--- src/hw/rtl/qlte_pkg.sv ---
// Shared types and constants of the Q table engine.
// No dependencies.
`default_nettype none

package qlte_pkg;

    localparam int QW     = 32;   // Q16.16 entry width
    localparam int CFGW   = 17;   // width of each configuration register
    localparam int LEAF_N = 8;    // leaves of the row maximum tree
    localparam int LEAF_IW = 3;   // index width into those leaves

    localparam logic [CFGW-1:0] LEARNING_RATE_RST    = 17'd6554;
    localparam logic [CFGW-1:0] DISCOUNT_FACTOR_RST  = 17'd58982;
    localparam logic [CFGW-1:0] EXPLORATION_RATE_RST = 17'd6554;

    localparam logic CMD_CHOOSE = 1'b0;
    localparam logic CMD_UPDATE = 1'b1;

    typedef enum logic [1:0] {
        CFG_LEARNING_RATE    = 2'd0,
        CFG_DISCOUNT_FACTOR  = 2'd1,
        CFG_EXPLORATION_RATE = 2'd2
    } t_cfg_idx;

    typedef struct packed {
        logic [CFGW-1:0] learning_rate;
        logic [CFGW-1:0] discount_factor;
        logic [CFGW-1:0] exploration_rate;
    } t_cfg;

endpackage

`default_nettype wire

--- src/hw/rtl/qlte_rowmax.sv ---
// Registered maximum and argmax over one table row, lowest index on ties.
// Depends on qlte_pkg.
`default_nettype none

module qlte_rowmax #(
    parameter int ACTIONS = 8
) (
    input  wire logic                               i_clk,
    input  wire logic [ACTIONS*qlte_pkg::QW-1:0]    i_row,
    output logic signed [qlte_pkg::QW-1:0]          o_max,
    output logic      [qlte_pkg::LEAF_IW-1:0]       o_idx
);

    localparam int QW = qlte_pkg::QW;

    logic signed [QW-1:0]               s_leaf [qlte_pkg::LEAF_N];
    logic signed [QW-1:0]               s_l1_v [4];
    logic [qlte_pkg::LEAF_IW-1:0]       s_l1_i [4];
    logic signed [QW-1:0]               s_l2_v [2];
    logic [qlte_pkg::LEAF_IW-1:0]       s_l2_i [2];
    logic signed [QW-1:0]               r_max;
    logic [qlte_pkg::LEAF_IW-1:0]       r_idx;

    // pad unused leaves with the most negative value; the left side wins ties
    always_comb begin
        for (int i = 0; i < qlte_pkg::LEAF_N; i++) begin
            if (i < ACTIONS) begin
                s_leaf[i] = i_row[i*QW +: QW];
            end else begin
                s_leaf[i] = {1'b1, {(QW-1){1'b0}}};
            end
        end
        for (int i = 0; i < 4; i++) begin
            if (s_leaf[2*i+1] > s_leaf[2*i]) begin
                s_l1_v[i] = s_leaf[2*i+1];
                s_l1_i[i] = qlte_pkg::LEAF_IW'(2*i+1);
            end else begin
                s_l1_v[i] = s_leaf[2*i];
                s_l1_i[i] = qlte_pkg::LEAF_IW'(2*i);
            end
        end
        for (int i = 0; i < 2; i++) begin
            if (s_l1_v[2*i+1] > s_l1_v[2*i]) begin
                s_l2_v[i] = s_l1_v[2*i+1];
                s_l2_i[i] = s_l1_i[2*i+1];
            end else begin
                s_l2_v[i] = s_l1_v[2*i];
                s_l2_i[i] = s_l1_i[2*i];
            end
        end
    end

    always_ff @(posedge i_clk) begin
        if (s_l2_v[1] > s_l2_v[0]) begin
            r_max <= s_l2_v[1];
            r_idx <= s_l2_i[1];
        end else begin
            r_max <= s_l2_v[0];
            r_idx <= s_l2_i[0];
        end
    end

    assign o_max = r_max;
    assign o_idx = r_idx;

endmodule

`default_nettype wire

--- config.mk ---
export PLATFORM = sky130hd
export DESIGN_NAME = qlte_rowmax
export DESIGN_NICKNAME = d
export VERILOG_FILES = /design/src/hw/rtl/qlte_pkg.sv /design/src/hw/rtl/qlte_rowmax.sv
export SDC_FILE = /design/constraint.sdc
export NUM_CORES = 1
export LEC_CHECK = 0
export ABC_AREA = 1
export BUFFER_PORTS_ARGS = -buffer_cell sky130_fd_sc_hd__clkbuf_2
export CORE_ASPECT_RATIO = 2
export CORE_MARGIN = 1.5
export CORE_UTILIZATION = 45
export CTS_CLUSTER_SIZE = 40
export DETAILED_ROUTE_END_ITERATION = 6
export GPL_TIMING_DRIVEN = 0
export PLACE_DENSITY = 0.81
export SLEW_MARGIN = 25
export SYNTH_ARGS = -nofsm -noshare
export SYNTH_HDL_FRONTEND = slang
export SYNTH_SLANG_ARGS = --single-unit
--- constraint.sdc ---
create_clock -name i_clk -period 7.9 [get_ports i_clk]
set_input_delay 1.58 -clock i_clk [delete_from_list [all_inputs] [get_ports i_clk]]
set_output_delay 1.58 -clock i_clk [all_outputs]
set_load 0.005 [all_outputs]
# Word-level counts from Yosys, hierarchy flattened
# Index checks and enable logic that the tools add are counted.
[totals]
reg_bits = 35
output_inout_bits = 35
wordCells = 23
[op_classes]
magnitude_cmp = 7
muxes = 14
[op_table]
columns = ["cell", "n"]
rows = [
  ["> comparator 32 bit", 7],
  ["2-to-1 mux 32 bit", 7],
  ["2-to-1 mux 3 bit", 3],
  ["2-to-1 mux 1 bit", 4],
]

# Logic depth before layout (Yosys ltp)
# Gate-level depths: netlist of the first run.
[depth]
ltp_word = 6
depth_mapped = 52
ltp_nobuf = 47

# Least setup slack after synthesis of the first run
# OpenSTA, ideal clock, no wires.
[synth_path]
kind = "in2reg"
from = "input i_row[95] (netlist bit)"
to = "register r_max[12], in the netlist o_max[12]"
arrival_time_ns = 7.471
path_slack_ns = 0.315
path_stages = 43
n_path_buf = 5
path_cell_list = "inv_1 > ha_1 > nand2_1 > nor2_2 > nand2_1 > inv_2 > nand4_1 > or3_4 > nand3_2 > buf_6 > clkbuf_1 > nand2_1 > o21ai_0 > inv_1 > ha_1 > a21oi_1 > o21ai_0 > nand3_1 > (+7 left out) > buf_6 > nand2_2 > nand2_1 > ha_1 > a21oi_1 > nor2_1 > a211oi_1 > o221ai_1 > nand2_1 > o211ai_1 > a221oi_1 > xor2_1 > and2_1 > clkbuf_1 > inv_1 > buf_1 > nand3_1 > nand2_1"
[synth_via]
elab_chain_len = 6
[synth_lines]
columns = ["element", "line", "text"]
rows = [
  ["start, declared", "qlte_rowmax.sv:9", "input wire logic [ACTIONS*qlte_pkg::QW-1:0] i_row,"],
  ["> comparator 32 bit", "qlte_rowmax.sv:34", "if (s_leaf[2*i+1] > s_leaf[2*i]) begin"],
  ["2-to-1 mux 32 bit *", "qlte_rowmax.sv:34", ""],
  ["> comparator 32 bit", "qlte_rowmax.sv:43", "if (s_l1_v[2*i+1] > s_l1_v[2*i]) begin"],
  ["2-to-1 mux 32 bit *", "qlte_rowmax.sv:43", ""],
  ["> comparator 32 bit", "qlte_rowmax.sv:54", "if (s_l2_v[1] > s_l2_v[0]) begin"],
  ["2-to-1 mux 32 bit *", "qlte_rowmax.sv:54", ""],
  ["end signal, assigned", "qlte_rowmax.sv:55", "r_max <= s_l2_v[1];"],
  ["end signal, assigned", "qlte_rowmax.sv:58", "r_max <= s_l2_v[0];"],
  ["end, declared", "qlte_rowmax.sv:21", "logic signed [QW-1:0] r_max;"],
]
# Mark *: on every way between the ends. The rest lies on a longest branch, timed or not.

# Worst setup path in the final report of the first run
[layout_path]
from = "input i_row[255] (netlist bit)"
to = "register r_max[8], in the netlist o_max[8]"
# Same word-level chain as after synthesis.

==> results of run 1 <==
==> routing by layer <==
metal	vias up	GRT usage, %	share of wire [%]	wire length [um]
met3	161	1.515	4.4	1605
met4	0	20.46	8.2	2993
li1	6056	-	-	-
met1	5445	27.61	33	12180
met2	522	62.02	54	19650
met5	-	0	0	0
==> tightest hold or removal path, cell delays in order <==
cell      delay (ns)
clkbuf_2        0.10
o21ai_2         0.08
nand2_1         0.08
nand3_1         0.06
nand2_1         0.06
==> cell usage after synthesis, types with 3 or more instances <==
library cell	instances
nor2_1	46
nand2_2	27
o21ai_0	138
buf_4	4
nor4_1	5
nor3_1	7
and2_1	33
clkbuf_1	33
inv_1	275
dfxtp_1	35
buf_2	15
nand3_1	84
o221ai_1	4
nand4_1	92
nand2_1	443
nand3_2	4
buf_6	4
a211oi_1	9
buf_1	3
a21oi_1	102
o21a_1	11
ha_1	222
==> repair_timing <==
| item | 4_1_cts | 5_1_grt |
|---|---|---|
| buffers inserted | 7 | 28 |
| endpoints found under the hold margin | 0 | 0 |
| resized for setup | 78 | 257 |
| gates cloned | 0 | 2 |
| setup endpoints to repair | 35 | 35 |
| pin swaps | 11 | 36 |
==> final cells by class <==
| type | count | area [um2] | area share (%) |
|---|---|---|---|
| Multi-Input combinational cell | 1247 | 8244 | 64.53 |
| Timing Repair Buffer | 328 | 1757 | 13.75 |
| Inverter | 276 | 1040 | 8.139 |
| Sequential cell | 35 | 700.7 | 5.485 |
| Buffer | 58 | 549.3 | 4.300 |
| Tap cell | 269 | 336.6 | 2.635 |
| Clock buffer | 5 | 125.1 | 0.9794 |
| Clock inverter | 3 | 20.02 | 0.1567 |
| Antenna cell | 1 | 2.502 | 0.01959 |
==> metrics by stage <==
stage               instances  setup slack, ns  hold WS (ns)  util (%)
floorplan                1617           0.3154         1.864         -
global placement         2177           -1.601         1.953     54.63
detailed placement       2177           -1.733         1.951     54.63
CTS                      2191         0.008168         1.731     56.36
global route             2222          -0.2348         1.742     60.77
finish                   2222          0.06462         1.710     60.77
==> cells by family after synthesis <==
logic type	Yosys count
DFF	35
adders and majority gates	222
xor gates and xnor gates	1
and+or+nand+nor	750
buffers and inverters	335
AOI/OAI and AO/OA	273
muxes	1
==> state kept, by name, indices dropped and copies added (netlist names) <==
signal	count
o_max	32
o_idx	3
==> worst min path at each step <==
stage               start  cells past startpoint  slack (ns)         to
6_report       i_row[179]                      5        1.71  o_max[19]
5_1_grt        i_row[179]                      5        1.74  o_max[19]
4_1_cts         i_row[51]                      5        1.73  o_max[19]
3_5_place_dp    o_max[10]                      1        1.95  o_max[10]
3_3_place_gp    o_max[13]                      1        1.95  o_max[13]
2_1_floorplan    o_idx[0]                      0        1.86   o_idx[0]
==> power breakdown <==
group	internal, uW	leakage [uW]	switching (uW)	total [uW]
Sequential	308	0.000295	36.9	345
Combinational	1290	0.00711	1850	3140
Clock	116	0.0000658	82.0	198
Total	1710	0.00747	1970	3690
==> results.py, run 1 <==
metrics = {
    "cts": {
        "ctsHoldBuffers": 0,
        "cts_made_buffers": 5,
        "clock_path_buffers": 2,
        "clkTransAtPathRegs_ns": 0.06,
        "clock_sinks": 35,
        "cts-root-buf": "clkbuf_16",
        "cts_tree": "done",
        "h-tree-depth": 2,
    },
    "floorplan": {
        "fp.dieH_um": 210.5,
        "std_cell_rows": 75,
        "core_area_um2": 21020,
        "io-pin-count": 292,
        "dieArea_um2": 22480,
        "start_util_pct": 46.10,
        "dieWidth_um": 106.8,
    },
    "sta": {
        "worst_pin_slew_ns": 0.4411,
        "relSlewSlack_pct": 70.29,
        "finalSetupViolCount": 0,
        "tns_ns": 0,
        "period_needed_ns": 7.835,
        "hold_viol": 0,
        "fmax_mhz": 127.6,
        "period_share_pct": 99.18,
        "final_max_slew_viol_count": 0,
    },
    "setup_path": {
        "start_kind": "primary input",
        "cp_data_required_time_ns": 8.07,
        "path_common_cell": "nand2_1",
        "critical_path_class": "in -> reg",
        "crit_fanout": 10,
        "crit_arrival_ns": 8.00,
        "slowest_delay_ns": 0.40,
        "crit_start": "i_row[255]",
        "path_delay_family": "simple AND/OR/NAND/NOR gates",
        "slowest_stage": "ha_2",
        "end_kind": "flip-flop",
        "path_buf_inv": 9,
        "crit_cells": 36,
        "endpoint": "o_max[8]",
    },
    "global_route": {
        "grt_pass1_vias": 11880,
        "overflow": 0,
        "grtUsageTotal_pct": 30.40,
        "grt_max_degree": 13,
        "antenna_found_initial": 1,
        "grt_pass1_wl_mm": 54.28,
    },
    "final_layout": {
        "area_delta_synth_final_pct": 31.83,
        "final_net_count": 2430,
        "final_common_cell": "nand2_1",
        "layout_common_cells": "nand2_1 (428), clkbuf_2 (295), inv_1 (273), ha_1 (212), nand4_1 (92)",
        "drive_gt1_share_pct": 27.20,
        "fin_area_um2": 12770,
        "fillCellCount": 2078,
    },
    "power_and_ir_drop": {
        "power_uw": 3687,
        "ir_drop_v": 0.0001725,
        "leakagePower_uw": 0.007470,
        "powerDensity_nw_per_um2": 288.6,
    },
    "placement": {
        "post_dp_cell_area_um2": 11480,
        "dp_hpwl_mm": 30.98,
        "io_buffers": 291,
        "gp_congestion": 0.9577,
    },
    "synthesis": {
        "syn_area_um2": 9691,
        "synth_cell_type_count": 38,
        "synth_ff_type": "dfxtp_1",
        "yosysSeqAreaShare_pct": 7.230,
        "synthCells": 1617,
        "synthMuxAreaShare_pct": 0.1033,
        "synth_top_area_cell": "ha_1",
        "synthXorXnorAreaFrac_pct": 0.09038,
        "synthAdderAreaFrac_pct": 28.66,
        "synth_top_family_by_area": "simple AND/OR/NAND/NOR gates",
        "synth.top_cell.area_share_pct": 28.66,
        "yosys.area_share.simple_pct": 35.16,
        "synth.ff_latch_count": 35,
        "synth_nets": 2096,
        "synth_edf_count": 0,
        "yosysWarnings": 0,
        "synth-compound-area-share_pct": 15.12,
        "netlist_top_cells_area": "ha_1 (29%), nand2_1 (17%), inv_1 (11%)",
        "synthArstFlopShare_pct": 0,
        "synth_area_per_cell_um2": 5.993,
    },
    "routing": {
        "wl_per_cell_um": 16.39,
        "drc_errors": 0,
        "antenna_left": 0,
        "wirelength_mm": 36.43,
        "routed_via_density": 5.483,
        "drtPass1Iterations": 7,
        "via_count": 12180,
        "drtIter0Drc": 700,
    },
    "hold_path": {
        "hp-class": "in -> reg",
    },
    "job": {
        "cap_violations": 0,
    },
    "run_status": {
        "status": "finished clean",
    },
}
Power figures use the tool's default switching activity.
==> run 2, diff against run 1 <==
--- a/config.mk
+++ b/config.mk
@@ -13,7 +13,7 @@
 export CTS_CLUSTER_SIZE = 40
 export DETAILED_ROUTE_END_ITERATION = 6
 export GPL_TIMING_DRIVEN = 0
-export PLACE_DENSITY = 0.81
+export PLACE_DENSITY = 0.78
 export SLEW_MARGIN = 25
 export SYNTH_ARGS = -nofsm -noshare
 export SYNTH_HDL_FRONTEND = slang
==> constraint.sdc (replaced) <==
create_clock -name i_clk -period 8.1 [get_ports i_clk]
set_input_delay 1.62 -clock i_clk [delete_from_list [all_inputs] [get_ports i_clk]]
set_output_delay 1.62 -clock i_clk [all_outputs]
set_load 0.005 [all_outputs]
==> run 2 against run 1 <==
Compared with the run above: first-iteration DRC count down 18%; wire length down 5.4%; largest cell class unchanged; sequential share of layout area increased by 0.32 points; cell count fell by 1.2%; combinational power fell by 12%; critical endpoint is now o_max[7]; flip-flop and latch count stayed put.
==> results.py, run 2 (synthesis results as in run 1) <==
metrics = {
    "floorplan": {
        "dieArea_um2": 22480,
        "fp.dieH_um": 210.5,
        "std_cell_rows": 75,
        "dieWidth_um": 106.8,
        "io-pin-count": 292,
        "core_area_um2": 21020,
        "start_util_pct": 46.10,
    },
    "setup_path": {
        "cp_data_required_time_ns": 8.32,
        "crit_arrival_ns": 8.02,
        "crit_start": "i_row[143]",
        "end_kind": "flip-flop",
        "slowest_stage": "o21ai_0",
        "path_delay_family": "simple AND/OR/NAND/NOR gates",
        "path_common_cell": "nand2_1",
        "critical_path_class": "in -> reg",
        "path_buf_inv": 8,
        "slowest_delay_ns": 0.48,
        "crit_cells": 36,
        "start_kind": "primary input",
        "endpoint": "o_max[7]",
        "crit_fanout": 10,
    },
    "placement": {
        "io_buffers": 291,
        "post_dp_cell_area_um2": 11480,
        "gp_congestion": 0.9646,
        "dp_hpwl_mm": 30.87,
    },
    "routing": {
        "wirelength_mm": 34.46,
        "via_count": 11760,
        "wl_per_cell_um": 15.69,
        "drtIter0Drc": 573,
        "routed_via_density": 5.353,
        "antenna_left": 0,
        "drtPass1Iterations": 7,
        "drc_errors": 0,
    },
    "hold_path": {
        "hp-class": "in -> reg",
    },
    "power_and_ir_drop": {
        "p_int_uw": 1484,
        "p_sw_uw": 1801,
        "seq_power_share_pct": 10.1,
        "powerDensity_nw_per_um2": 272.2,
        "ir_drop_v": 0.0001542,
        "swShare_pct": 54.84,
        "power_frac_comb_pct": 84.0,
        "leakagePower_uw": 0.007185,
        "pwr-share-clk_pct": 5.9,
        "power_uw": 3285,
    },
    "sta": {
        "worst_pin_slew_ns": 0.5594,
        "relSlewSlack_pct": 62.32,
        "period_share_pct": 96.40,
        "final_max_slew_viol_count": 0,
        "period_needed_ns": 7.808,
        "finalSetupViolCount": 0,
        "tns_ns": 0,
        "fmax_mhz": 128.1,
        "hold_viol": 0,
    },
    "final_layout": {
        "final_net_count": 2404,
        "fin_area_um2": 12070,
        "drive_gt1_share_pct": 22.95,
        "largest_register_ffs": 32,
        "layout_common_cells": "nand2_1 (442), clkbuf_2 (300), inv_1 (275), ha_1 (217)",
        "final_common_cell": "nand2_1",
        "area_delta_synth_final_pct": 24.52,
    },
    "cts": {
        "clock_path_buffers": 2,
        "h-tree-depth": 2,
        "cts_tree": "done",
        "cts-root-buf": "clkbuf_16",
        "clkTransAtPathRegs_ns": 0.06,
        "ctsHoldBuffers": 0,
        "cts_made_buffers": 5,
        "clock_sinks": 35,
    },
    "run_status": {
        "status": "finished clean",
    },
    "global_route": {
        "grt_max_degree": 13,
        "overflow": 0,
        "antenna_found_initial": 1,
        "grt_pass1_vias": 11730,
        "grt_pass1_wl_mm": 53.32,
        "grtUsageTotal_pct": 29.94,
    },
    "job": {
        "cap_violations": 0,
    },
}
[run 2: cell count changes in the layout (fill, tap and decap cells not counted), moves of 14 or more]
cell     delta
nand2_1    +14
buf_4      -24
nand2_2    -14
o21ai_0    +22
[run 2: through the flow]
stage / utilization, % / setup slack (ns) / hold WS [ns] / std cells
after floorplan: - / 0.4754 / 1.904 / 1617
after global placement: 54.63 / -1.487 / 1.993 / 2177
after detailed placement: 54.63 / -1.522 / 1.990 / 2177
after CTS: 55.94 / 0.02314 / 1.786 / 2189
after global routing: 57.40 / -0.05031 / 1.803 / 2196
final: 57.40 / 0.2920 / 1.757 / 2196
[run 2: cell type report]
type                            count  area [um2]
Fill cell                        2193        8954
Multi-Input combinational cell   1247        7918
Clock inverter                      3       20.02
Timing Repair Buffer              302        1539
Buffer                             58       389.1
Tap cell                          269       336.6
Clock buffer                        5       125.1
Antenna cell                        1       2.502
Sequential cell                    35       700.7
Inverter                          276        1036
[run 2: power by group through the flow]
stage	clock, uW	sequential [uW]	combinational (uW)
floorplan	0	341	1720
global placement	0	333	2480
detailed placement	0	335	2540
CTS	196	331	2590
global route	202	338	3070
finish	195	331	2760
[run 2: worst min-delay path by stage]
stage / start / to / slack (ns) / cells after the start
2_1_floorplan: o_idx[0] / o_idx[0] / 1.90 / 0
3_5_place_dp: o_max[15] / o_max[15] / 1.99 / 1
4_1_cts: i_row[51] / o_max[19] / 1.79 / 5
3_3_place_gp: o_max[13] / o_max[13] / 1.99 / 1
5_1_grt: i_row[243] / o_max[19] / 1.80 / 5
6_report: i_row[51] / o_max[19] / 1.76 / 5
[run 2: repair_timing]
item / CTS / global route
setup endpoints to repair: 35 / 35
buffers inserted: 5 / 6
resized for setup: 56 / 113
pin swaps: 3 / 6
[run 2: metal layers]
| metal | vias to the layer above | track usage (%) | part of all wire [%] |
|---|---|---|---|
| met4 | 0 | 21.33 | 7.0 |
| met2 | 400 | 60.10 | 55 |
| li1 | 6004 | - | - |
| met3 | 122 | 1.763 | 3.7 |
| met1 | 5229 | 27.39 | 34 |
| met5 | - | 0 | 0 |
