`src/hw/rtl/qlte_pkg.sv`:
```
// Shared types and constants of the Q table engine.
// No dependencies.
`default_nettype none

package qlte_pkg;

    localparam int QW     = 32;   // Q16.16 entry width
    localparam int CFGW   = 17;   // width of each configuration register
    localparam int LEAF_N = 8;    // leaves of the row maximum tree
    localparam int LEAF_IW = 3;   // index width into those leaves

    localparam logic [CFGW-1:0] LEARNING_RATE_RST    = 17'd6554;
    localparam logic [CFGW-1:0] DISCOUNT_FACTOR_RST  = 17'd58982;
    localparam logic [CFGW-1:0] EXPLORATION_RATE_RST = 17'd6554;

    localparam logic CMD_CHOOSE = 1'b0;
    localparam logic CMD_UPDATE = 1'b1;

    typedef enum logic [1:0] {
        CFG_LEARNING_RATE    = 2'd0,
        CFG_DISCOUNT_FACTOR  = 2'd1,
        CFG_EXPLORATION_RATE = 2'd2
    } t_cfg_idx;

    typedef struct packed {
        logic [CFGW-1:0] learning_rate;
        logic [CFGW-1:0] discount_factor;
        logic [CFGW-1:0] exploration_rate;
    } t_cfg;

endpackage

`default_nettype wire

```
`src/hw/rtl/qlte_cfg.sv`:
```
// APB register block for alpha, gamma and epsilon.
// Depends on qlte_pkg.
`default_nettype none

module qlte_cfg (
    input  wire logic             i_clk,
    input  wire logic             i_rst_n,
    input  wire logic             psel,
    input  wire logic             penable,
    input  wire logic             pwrite,
    input  wire logic [3:0]       paddr,
    input  wire logic [31:0]      pwdata,
    output logic      [31:0]      prdata,
    output logic                  pready,
    output qlte_pkg::t_cfg        o_cfg
);

    qlte_pkg::t_cfg r_cfg;
    logic           s_wr;

    assign pready = 1'b1;
    assign s_wr   = psel && penable && pwrite;
    assign o_cfg  = r_cfg;

    always_ff @(posedge i_clk) begin
        if (!i_rst_n) begin
            r_cfg.learning_rate    <= qlte_pkg::LEARNING_RATE_RST;
            r_cfg.discount_factor  <= qlte_pkg::DISCOUNT_FACTOR_RST;
            r_cfg.exploration_rate <= qlte_pkg::EXPLORATION_RATE_RST;
        end else if (s_wr) begin
            case (paddr[3:2])
                qlte_pkg::CFG_LEARNING_RATE:
                    r_cfg.learning_rate <= pwdata[qlte_pkg::CFGW-1:0];
                qlte_pkg::CFG_DISCOUNT_FACTOR:
                    r_cfg.discount_factor <= pwdata[qlte_pkg::CFGW-1:0];
                qlte_pkg::CFG_EXPLORATION_RATE:
                    r_cfg.exploration_rate <= pwdata[qlte_pkg::CFGW-1:0];
                default: ;  // drop writes beyond the register list
            endcase
        end
    end

    always_comb begin
        case (paddr[3:2])
            qlte_pkg::CFG_LEARNING_RATE:
                prdata = 32'(r_cfg.learning_rate);
            qlte_pkg::CFG_DISCOUNT_FACTOR:
                prdata = 32'(r_cfg.discount_factor);
            qlte_pkg::CFG_EXPLORATION_RATE:
                prdata = 32'(r_cfg.exploration_rate);
            default:
                prdata = 32'd0;
        endcase
    end

endmodule

`default_nettype wire

```
`config.mk`:
```
export PLATFORM = sky130hd
export DESIGN_NAME = qlte_cfg
export DESIGN_NICKNAME = d
export VERILOG_FILES = /design/src/hw/rtl/qlte_pkg.sv /design/src/hw/rtl/qlte_cfg.sv
export SDC_FILE = /design/constraint.sdc
export NUM_CORES = 1
export LEC_CHECK = 0
export ABC_AREA = 1
export BUFFER_PORTS_ARGS = -buffer_cell sky130_fd_sc_hd__buf_2
export CAP_MARGIN = 15
export CORE_UTILIZATION = 47
export CTS_BUF_LIST = sky130_fd_sc_hd__clkbuf_8
export CTS_CLUSTER_SIZE = 14
export DETAILED_ROUTE_END_ITERATION = 6
export GPL_TIMING_DRIVEN = 0
export MAX_ROUTING_LAYER = met4
export PLACE_DENSITY = 0.94
export SYNTH_ARGS = -nofsm -noshare
export SYNTH_HDL_FRONTEND = slang
export SYNTH_SLANG_ARGS = --single-unit
```
`constraint.sdc`:
```
create_clock -name i_clk -period 2.15 [get_ports i_clk]
set_clock_uncertainty 0.1 [all_clocks]
set_input_delay 0.645 -clock i_clk [delete_from_list [all_inputs] [get_ports i_clk]]
set_output_delay 0.645 -clock i_clk [all_outputs]
set_load 0.01 [all_outputs]
```
---- Word level (Yosys, flattened, before mapping) ----
Cells that the tools add are included.
operators by class
  equal/unequal tests ..................... 2
  mux-type cells .......................... 1
  reductions and logical operators ........ 6
operator list
  operator                                        count
  one-hot mux 17 bit (3 select lines)             1
  AND reduction 2 bit                             3
  == test 2 x 1 -> 1 bit (second input constant)  1
  == test 2 bit (second input constant)           1
  logical AND 1 bit                               2
  zero test 2 bit                                 1
word-level totals
  register bits ........................... 51
  input port bits ......................... 41
  output and inout bits ................... 84
  word-level logic and storage cells ...... 12

---- Depth between registers and ports, before layout ----
Gate-level depths: netlist of the first run.
  depth after elaboration ................. 3
  gate-level depth with buffers ........... 6
  gate-level depth less buffers ........... 5

---- Least setup slack after synthesis of the first run ----
Ideal clock, no wire load.
  path kind ............................... input port to output port
  start ................................... input paddr[3]
  end ..................................... output prdata[0]
  arrival time ............................ 1.286 ns
  required time ........................... 1.405 ns
  setup slack ............................. 0.119 ns
  stages on the path ...................... 4
  path buffers ............................ 1
  cell sequence ........................... nor2_2 buf_2 nand2_1 nand3_1
on the way
  longest elaborated chain between the ends .. 2
  elaborated cells between the ends (all ways) .. 4
  those cells by class .................... 2 x eq/ne; 1 x mux; 1 x reduce/logical
RTL lines
  item                                         line            source
  from (decl)                                  qlte_cfg.sv:11  input wire logic [3:0] paddr,
  == test 2 bit, or another cell as far along  qlte_cfg.sv:44  case (paddr[3:2])
  one-hot mux 17 bit (3 select lines) (*)      qlte_cfg.sv:44
  to (decl)                                    qlte_cfg.sv:13  output logic [31:0] prdata,
Mark *: on every way between the ends. The rest lies on a longest branch, timed or not.

---- Final worst setup path of the first run ----
  start ................................... input paddr[3]
  end ..................................... output prdata[15]
Same word-level chain as after synthesis.

==> results.md, run 1 <==
* Final nets at 541
* P_int at 1.41 mW
* CTS Sinks at 51
* Logic pwr share at 20.7%
* # port buffers at 90
* Setup crit start kind: primary input
* Synthesized area per cell at 6.61 um2
* Largest cells by area after synthesis: dfxtp_1, nand2_1, nand3_1
* Inst Count DP at 541
* DRT Pass-1 Iters at 5
* Area of the mapped netlist at 0.00245 mm2
* Leak pwr at 1.96 nW
* Setup violators final at 7
* Clock slew at reported path FFs at 90 ps
* Tot GR Track Use at 29.3%
* Hold-fix buffers at CTS at 0
* Distinct cells, synth at 15
* RSZ-0062 raised after global routing: yes
* Final Hold Fails at 0
* Highest routed layer: met4
* Clock Tree Root: clkbuf_8
* Final-report max-slew violation count at 0
* Post-route ant nets at 0
* Initial core utilization at 50.1%
* Fillers at 372
* Grt total ovfl at 0
* Drt wl/cell at 14.5 um
* H-tree depth at 2
* Minimum clock period at 2170 ps
* Pin count of the biggest net entering global routing at 15
* Commonest cells post-synth: nand2_1, nand3_1, nor2_1, dfxtp_1, buf_4
* Synth Flop Type: dfxtp_1
* Die Wd at 74.1 um
* VDD IR max at 0.347 mV
* Switching share of total power at 27.9%
* Met2 WL post-DR at 4.04 mm
* Max frequency at 0.461 GHz
* Yosys top cell area share at 41.7%
* Row Count at 25
* Failing checks: negative setup slack
* Fin crit share at 101%
* WHS at 387 ps
* Max-cap violation count at 0
* Wl on met1 at 3.20 mm
* Pre-CTS worst setup slack at -365 ps
* Yosys top cell by area: dfxtp_1
* Die height at 74.1 um
* #FFs+latches synth at 51
* Worst EP required at 1400 ps
* DR DRC count at 0
* Worst setup EP type: primary output
* Cells after Synth at 370
* CTS tree: done
* Core outline area at 0.00488 mm2
* Via count at 2,926
* Worst hold path class: reg -> reg
* Footprint of the multi-input gates at 0.00134 mm2
* Register area share after synthesis at 41.7%
* Layout cell share with drive strength beyond 1 at 38.6%
* Clock group share of total power at 28.8%
* Reg area at 0.00102 mm2
* Slew HR at 63.7%
* Gp weighted congestion at 0.873
* Worst setup margin at -19.5 ps
* Initial antenna violation count at 0
* Power Total at 1.95 mW
* Most common cell in the netlist: nand2_1
* First-pass GRT wire length at 11.7 mm
* Status: finished, violations left
* Setup total negative slack at -61.7 ps
* CP Max Fanout at 7
* Area growth, synth to finish at 49.0%
* Yosys warning total at 0
* Placed Instance Area at 0.00303 mm2
* Vias in the first global route at 2,456
* CP Class: in -> out
* Clock latency on the worst-skew pair at 290 ps
* Reg2reg setup slack at 1380 ps
* CTS Buf Count at 5
* Max FFs per register at 51
* Clock Path Buffers at 2
* P per Cell Area at 535 mW/mm2
* Seq pwr share at 50.5%
* Non-filler cells, final at 567
* CP Data Arrival Time at 1420 ps
* Die area at 0.00550 mm2
* Initial DRC Count at 268
* Final Cell Area at 0.00364 mm2
* Post-Route WL at 8.23 mm
* Asr flop ratio synth at 0%
* Post-synth EDFFs at 0
* Worst-margin pin slew at 544 ps
* Antenna Cells at 0
* Fin util at 74.7%
* Met3 WL at 781 um
* Switching power of the nets at 0.543 mW
* Post-DP HPWL at 5.11 mm
* IO Count at 125
* Vias per inst at 5.16
## cells in the final DEF, fill, tap and decap left out
| cell | instances |
|---|---|
| buf_6 | 23 |
| buf_12 | 3 |
| clkbuf_8 | 6 |
| dfxtp_1 | 51 |
| buf_16 | 1 |
| inv_6 | 1 |
| buf_8 | 4 |
| nor2_1 | 57 |
| inv_4 | 1 |
| clkbuf_1 | 3 |
| buf_2 | 76 |
| conb_1 | 16 |
| nand3_2 | 15 |
| nand3_1 | 54 |
| nand2_1 | 106 |
| inv_1 | 17 |
| nor2_4 | 6 |
| nand2_4 | 3 |
| buf_1 | 3 |
| nand2_2 | 23 |
| buf_4 | 30 |
| clkinv_2 | 1 |
## cells by family after synthesis
kind of cell           synth area share [%]
buffers and inverters                  12.2
flip-flops                             41.7
AND/OR/NAND/NOR                        45.8
other                                 0.307
## worst paths after layout
kind / start / cells past startpoint / to
setup / recovery: paddr[3] / 7 / prdata[15]
hold / removal: o_cfg[42] / 2 / o_cfg[42]
setup reg to reg: o_cfg[29] / 2 / o_cfg[29]
hold reg to reg: o_cfg[42] / 2 / o_cfg[42]
## power by group through the flow
stage / registers, mW / clock network [mW] / logic (mW)
5_1_grt: 0.986 / 0.592 / 0.433
2_1_floorplan: 1.01 / 0 / 0.171
6_report: 0.984 / 0.562 / 0.404
3_3_place_gp: 1.00 / 0 / 0.282
3_5_place_dp: 1.00 / 0 / 0.287
4_1_cts: 0.981 / 0.553 / 0.337
## routing by layer
metal | track usage [%] | vias up
li1 | - | 1381
met1 | 36.3 | 1328
met2 | 47.2 | 199
met3 | 5.28 | 18
met4 | 11.3 | 0
met5 | - | -
## area by class of cell
class	count	area share, %
sequential	51	28.0
inverter	19	2.16
buffer	34	7.42
timing repair buffer	109	21.0
clock inverter	1	0.137
multi-input combinational	280	36.7
clock buffer	6	2.27
tap	67	2.30
## critical path, stage by stage
cell and delay, ps:
buf_12 120, nor2_4 120, buf_12 150, buf_8 150
nand2_2 60, nand3_2 80, buf_6 100
## repair_timing
item,4_1_cts,5_1_grt
resized for setup,28,63
gates cloned,4,0
setup endpoints to repair,17,17
setup buffers,11,4
pin swaps,5,12
Note: power is estimated with default switching activity, not from simulation.
==> run 2, diff against run 1 <==
Settings changed: SKIP_LAST_GASP set to 1.
==> run 2 against run 1 <==
  * The run still ends with negative setup slack left
  * Wire length grew 0.15%
  * Combinational power is essentially flat
  * Setup slack gained 1.9 ps
  * First-iteration DRC count grew 4.9%
  * Final cell count is the same
  * Clock-buffer cell count is the same
  * Sequential share of layout area grew 0.067 points
  * Hold slack gained 6.4 ps
  * Die area is the same
  * Cell area shrank 0.24%
  * Sequential power is essentially flat
  * Utilization shrank 0.18 points
  * Highest routed layer unchanged
==> results.md, run 2 (synthesis gave the netlist of run 1 again) <==
* Setup total negative slack at -42.0 ps (was -61.7 ps)
* Max frequency at 0.461 GHz (about the same)
* Setup crit start kind: primary input (unchanged)
* Worst hold path class: reg -> reg (unchanged)
* Initial DRC Count at 281 (was 268)
* VDD IR max at 0.351 mV (was 0.347 mV)
* Clock slew at reported path FFs at 90 ps (about the same)
* Worst-margin pin slew at 535 ps (was 544 ps)
* P_int at 1.40 mW (was 1.41 mW)
* Layout cell share with drive strength beyond 1 at 38.4% (was 38.6%)
* First-pass GRT wire length at 11.7 mm (unchanged)
* Failing checks: negative setup slack (unchanged)
* Fin crit share at 101% (about the same)
* Most frequent cells in the layout: nand2_1, buf_2, nor2_1 (unchanged)
* Slew HR at 64.3% (was 63.7%)
* IO Count at 125 (unchanged)
* Post-Route WL at 8.24 mm (was 8.23 mm)
* DRT Pass-1 Iters at 5 (unchanged)
* Pin count of the biggest net entering global routing at 15 (unchanged)
* WHS at 393 ps (was 387 ps)
* Antenna Cells at 0 (unchanged)
* Die Wd at 74.1 um (unchanged)
* Clock Tree Root: clkbuf_8 (unchanged)
* Final-report max-slew violation count at 0 (unchanged)
* Switching power of the nets at 0.547 mW (was 0.543 mW)
* CP Class: in -> out (unchanged)
* CP Data Arrival Time at 1420 ps (about the same)
* Initial antenna violation count at 0 (unchanged)
* Clock group share of total power at 29.0% (was 28.8%)
* Core outline area at 0.00488 mm2 (unchanged)
* Vias in the first global route at 2,456 (unchanged)
* Post-route ant nets at 0 (unchanged)
* Die height at 74.1 um (unchanged)
* Clock latency on the worst-skew pair at 300 ps (was 290 ps)
* Max-cap violation count at 0 (unchanged)
* CP Max Fanout at 6 (was 7)
* Clock Path Buffers at 2 (unchanged)
* Drt wl/cell at 14.5 um (about the same)
* H-tree depth at 2 (unchanged)
* Tot GR Track Use at 29.3% (unchanged)
* RSZ-0062 raised after global routing: yes (unchanged)
* Status: finished, violations left (unchanged)
* Vias per inst at 5.13 (was 5.16)
* Final nets at 541 (unchanged)
* Die area at 0.00550 mm2 (unchanged)
* CTS Buf Count at 5 (unchanged)
* Final Hold Fails at 0 (unchanged)
* Leak pwr at 1.96 nW (about the same)
* Logic pwr share at 20.6% (was 20.7%)
* Initial core utilization at 50.1% (unchanged)
* CTS tree: done (unchanged)
* Grt total ovfl at 0 (unchanged)
* DR DRC count at 0 (unchanged)
* Switching share of total power at 28.0% (was 27.9%)
* Worst EP required at 1400 ps (about the same)
* Max FFs per register at 51 (unchanged)
* # port buffers at 90 (unchanged)
* CTS Sinks at 51 (unchanged)
* Hold-fix buffers at CTS at 0 (unchanged)
* Post-DP HPWL at 5.11 mm (unchanged)
* P per Cell Area at 537 mW/mm2 (was 535 mW/mm2)
* Area growth, synth to finish at 48.6% (was 49.0%)
* Commonest non-fill, non-tap cell in the layout: nand2_1 (unchanged)
* Row Count at 25 (unchanged)
* Worst setup margin at -17.6 ps (was -19.5 ps)
* Setup violators final at 6 (was 7)
* Gp weighted congestion at 0.873 (unchanged)
* Worst setup EP type: primary output (unchanged)
* Via count at 2,907 (was 2,926)
* Seq pwr share at 50.4% (was 50.5%)
* Minimum clock period at 2170 ps (about the same)
run 2: worst paths after layout:
path | slack (ps) | startpoint | cells after the start | end
hold reg to reg | 390 | o_cfg[31] | 2 | o_cfg[31]
setup reg to reg | 1370 | o_cfg[6] | 2 | o_cfg[6]
hold / removal | 390 | o_cfg[31] | 2 | o_cfg[31]
setup / recovery | -20 | paddr[3] | 7 | prdata[2]
run 2: through the flow:
stage	setup slack [ps]	util, %	instance area (um2)	cells	power, mW
5_1_grt	-45.4	74.5	3630	567	2.01
3_3_place_gp	-355	62.2	3030	541	1.28
2_1_floorplan	119	-	2500	384	1.18
6_report	-17.6	74.5	3630	567	1.95
3_5_place_dp	-365	62.2	3030	541	1.29
4_1_cts	-4.77	68.6	3350	563	1.87
run 2: layout make-up:
| type | instances | area (um2) |
|---|---|---|
| Clock inverter | 1 | 5.00 |
| Tap cell | 67 | 83.8 |
| Multi-Input combinational cell | 280 | 1340 |
| Clock buffer | 6 | 82.6 |
| Inverter | 19 | 78.8 |
| Timing Repair Buffer | 109 | 758 |
| Sequential cell | 51 | 1020 |
| Fill cell | 373 | 1240 |
| Buffer | 34 | 270 |
run 2: per-layer routing:
| layer | GRT usage (%) | wire length [um] |
|---|---|---|
| met5 | - | 0 |
| met4 | 11.3 | 224 |
| met3 | 5.28 | 725 |
| met2 | 47.2 | 4040 |
| met1 | 36.3 | 3250 |
run 2: worst max-delay path: stages:
cell and delay (ps):
buf_12 100, inv_6 40, nor2_4 200, buf_6 190
nand2_2 60, nand3_2 80, buf_6 100
run 2: power by group through the flow:
stage                     combinational, mW  clock, mW  sequential (mW)
final                                 0.402      0.566            0.984
after global routing                  0.431      0.593            0.986
after CTS                             0.337      0.553            0.981
after detailed placement              0.287          0             1.00
after global placement                0.282          0             1.00
after floorplan                       0.171          0             1.01
run 2: timing repair:
action,in CTS,in global routing
endpoints found under the setup margin,17,17
cloned,4,0
pin swaps,5,12
gates resized for setup,28,61
buffers inserted,11,4
==> run 3, diff against run 2 <==
Settings changed: ABC_AREA 1 to not set, CORE_UTILIZATION 47 to 48, PLACE_DENSITY 0.94 to 0.95.
==> run 3 against run 2 <==
  * First-iteration DRC count is 52% lower
  * Fmax is 1.5% lower
  * Highest routed layer unchanged
  * Sequential share of layout area is 1.1 points higher
  * Total power is 0.88% higher
  * Hold slack worse by 19 ps
  * Largest power group unchanged
  * The run still ends with negative setup slack left
  * Synthesized cell count is 25% lower
==> results.md, run 3 <==
* Status: finished, violations left (unchanged)
* Failing checks: negative setup slack (unchanged)
* Hold path start: o_cfg[34] (was o_cfg[31])
* Clock Path Buffers at 2 (unchanged)
* Slew HR at 60.3% (was 64.3%)
* Tot GR Track Use at 26.9% (was 29.3%)
* RSZ-0062 raised after global routing: yes (unchanged)
* Gp weighted congestion at 0.766 (was 0.873)
* Worst setup margin at -51.1 ps (was -17.6 ps)
* Clock latency on the worst-skew pair at 300 ps (about the same)
* Via count at 2,346 (was 2,907)
* Row Count at 26 (was 25)
* Logic pwr share at 16.0% (was 20.6%)
* R2R cell count at 2 (unchanged)
* CP Max Fanout at 5 (was 6)
* CTS tree: done (unchanged)
* Post-route ant nets at 0 (unchanged)
* Clock group share of total power at 34.8% (was 29.0%)
* VDD IR max at 0.347 mV (was 0.351 mV)
* WHS Endpoint: o_cfg[34] (was o_cfg[31])
* Final Hold Fails at 0 (unchanged)
* Vias in the first global route at 2,183 (was 2,456)
* Vias per inst at 5.02 (was 5.13)
* Most common cell in the netlist: mux2i_1 (was nand2_1)
* CTS Buf Count at 5 (unchanged)
* Setup crit start kind: primary input (unchanged)
* Grt total ovfl at 0 (unchanged)
* # port buffers at 90 (unchanged)
* Post-synth EDFFs at 0 (unchanged)
* Antenna Cells at 0 (unchanged)
* Worst-margin pin slew at 596 ps (was 535 ps)
* Worst hold path class: reg -> reg (unchanged)
* DR DRC count at 0 (unchanged)
* Yosys top cell by area: dfxtp_1 (unchanged)
* Fin util at 68.6% (was 74.5%)
* Post-Route WL at 7.32 mm (was 8.24 mm)
* Synthesized area per cell at 9.13 um2 (was 6.61 um2)
* Reg2reg setup slack at 1340 ps (was 1370 ps)
* Yosys top cell area share at 40.1% (was 41.7%)
* Max-cap violation count at 0 (unchanged)
* Final-report max-slew violation count at 0 (unchanged)
* Leak pwr at 1.66 nW (was 1.96 nW)
* Initial DRC Count at 136 (was 281)
* Initial core utilization at 49.9% (was 50.1%)
* Layout cell share with drive strength beyond 1 at 39.5% (was 38.4%)
* Max frequency at 0.454 GHz (was 0.461 GHz)
* Largest cells by area after synthesis: dfxtp_1, mux2i_1, nor2b_1 (was dfxtp_1, nand2_1, nand3_1)
* Yosys warning total at 0 (unchanged)
* Register area share after synthesis at 40.1% (was 41.7%)
* Die height at 74.8 um (was 74.1 um)
* Seq pwr share at 49.1% (was 50.4%)
* Minimum clock period at 2200 ps (was 2170 ps)
* Post-DP HPWL at 4.94 mm (was 5.11 mm)
* CTS Sinks at 51 (unchanged)
* Switching power of the nets at 0.487 mW (was 0.547 mW)
* CP Class: in -> out (unchanged)
* H-tree depth at 2 (unchanged)
* Area of the mapped netlist at 0.00255 mm2 (was 0.00245 mm2)
* Fin crit share at 102% (was 101%)
* Worst setup EP type: primary output (unchanged)
* Worst EP required at 1400 ps (about the same)
* P_int at 1.48 mW (was 1.40 mW)
* P per Cell Area at 562 mW/mm2 (was 537 mW/mm2)
* Die area at 0.00560 mm2 (was 0.00550 mm2)
* Core outline area at 0.00511 mm2 (was 0.00488 mm2)
* Hold depth at 2 (unchanged)
* CP Data Arrival Time at 1460 ps (was 1420 ps)
* Setup violators final at 17 (was 6)
* IO Count at 125 (unchanged)
* Max FFs per register at 51 (unchanged)
* First-pass GRT wire length at 10.8 mm (was 11.7 mm)
* Drt wl/cell at 15.7 um (was 14.5 um)
* Switching share of total power at 24.8% (was 28.0%)
* Commonest cells post-synth: mux2i_1, nand2_1, dfxtp_1, nor2b_1, buf_4 (was nand2_1, nand3_1, nor2_1, dfxtp_1, buf_4)
* Setup total negative slack at -594 ps (was -42.0 ps)
* Initial antenna violation count at 0 (unchanged)
* Cells after Synth at 279 (was 370)
* Pin count of the biggest net entering global routing at 16 (was 15)
* Most frequent cells in the layout: buf_2, mux2i_1, dfxtp_1 (was nand2_1, buf_2, nor2_1)
* Reg2reg start: o_cfg[0] (was o_cfg[6])
* Asr flop ratio synth at 0% (unchanged)
* DRT Pass-1 Iters at 4 (was 5)
* Fillers at 404 (was 373)
* #FFs+latches synth at 51 (unchanged)
* Area growth, synth to finish at 37.6% (was 48.6%)
* Distinct cells, synth at 16 (was 15)
* Commonest non-fill, non-tap cell in the layout: buf_2 (was nand2_1)
* Clock slew at reported path FFs at 90 ps (about the same)
* Die Wd at 74.8 um (was 74.1 um)
* Final nets at 437 (was 541)
* Synth Flop Type: dfxtp_1 (unchanged)
* R2r endpoint: o_cfg[0] (was o_cfg[6])
* Hold-fix buffers at CTS at 0 (unchanged)
* Clock Tree Root: clkbuf_8 (unchanged)
## run 3: changes by cell type after synthesis, moves of 7 or more
cell	before	now
nand3_1	69	0
o21ai_0	0	17
mux2i_1	0	68
clkbuf_1	3	10
nor2_1	57	0
inv_1	17	0
nor2b_1	0	39
nand2_1	131	61
## run 3: stage by stage
stage	instances	setup WS [ps]	hold WS [ps]	power, mW	instance area [um2]
finish	467	-51.1	374	1.97	3500
global route	467	-99.1	406	2.05	3500
global placement	453	-516	357	1.24	3140
floorplan	293	2.41	390	1.15	2600
detailed placement	453	-532	363	1.24	3140
CTS	467	-41.1	375	1.96	3440
## run 3: cell type report
cell class / count / area [um2] / share of cell area (%)
tap: 70 / 87.6 / 2.50
sequential: 51 / 1020 / 29.1
multi-input combinational: 207 / 1440 / 41.2
clock buffer: 6 / 82.6 / 2.36
buffer: 35 / 259 / 7.39
timing repair buffer: 96 / 576 / 16.4
clock inverter: 2 / 35.0 / 1.00
## run 3: how the worst max path moves through the flow
stage / startpoint / endpoint / slack [ps]
after floorplan: paddr[2] / prdata[10] / 2
after global placement: paddr[3] / prdata[7] / -520
after detailed placement: paddr[3] / prdata[5] / -530
after CTS: paddr[2] / prdata[12] / -40
after global routing: paddr[2] / prdata[12] / -100
final: paddr[2] / prdata[12] / -50
## run 3: critical path, cell delays in order
cell and delay (ps):
buf_8 100, nor2b_1 100, buf_4 190, buf_8 150
nand2_2 50, o21ai_1 70, buf_2 140
## run 3: cells by family after synthesis
kind of cell / Yosys count / share of synthesized area, %
compound gates: 17 / 3.34
buf+inv: 35 / 8.60
flops: 51 / 40.1
mux: 68 / 26.7
other cells: 2 / 0.295
simple gates: 106 / 20.9
## run 3: what timing repair did
item	4_1_cts	5_1_grt
resized for setup	45	20
endpoints found under the setup margin	14	17
pin swaps	11	4
endpoints found under the hold margin	0	0
gates cloned	2	0
setup buffers	4	0
## run 3: layer usage
layer,GRT usage [%],vias to the layer above,wire [um]
met5,-,-,0
met4,8.81,0,85
met3,4.02,9,429
met2,47.1,97,3670
met1,31.6,1119,3140
li1,-,1121,-
## run 3: power by group through the flow
stage	clock (mW)	combinational (mW)	sequential [mW]
final	0.686	0.315	0.967
after global routing	0.738	0.340	0.969
after CTS	0.690	0.302	0.966
after detailed placement	0	0.257	0.988
after global placement	0	0.251	0.987
after floorplan	0	0.158	0.992
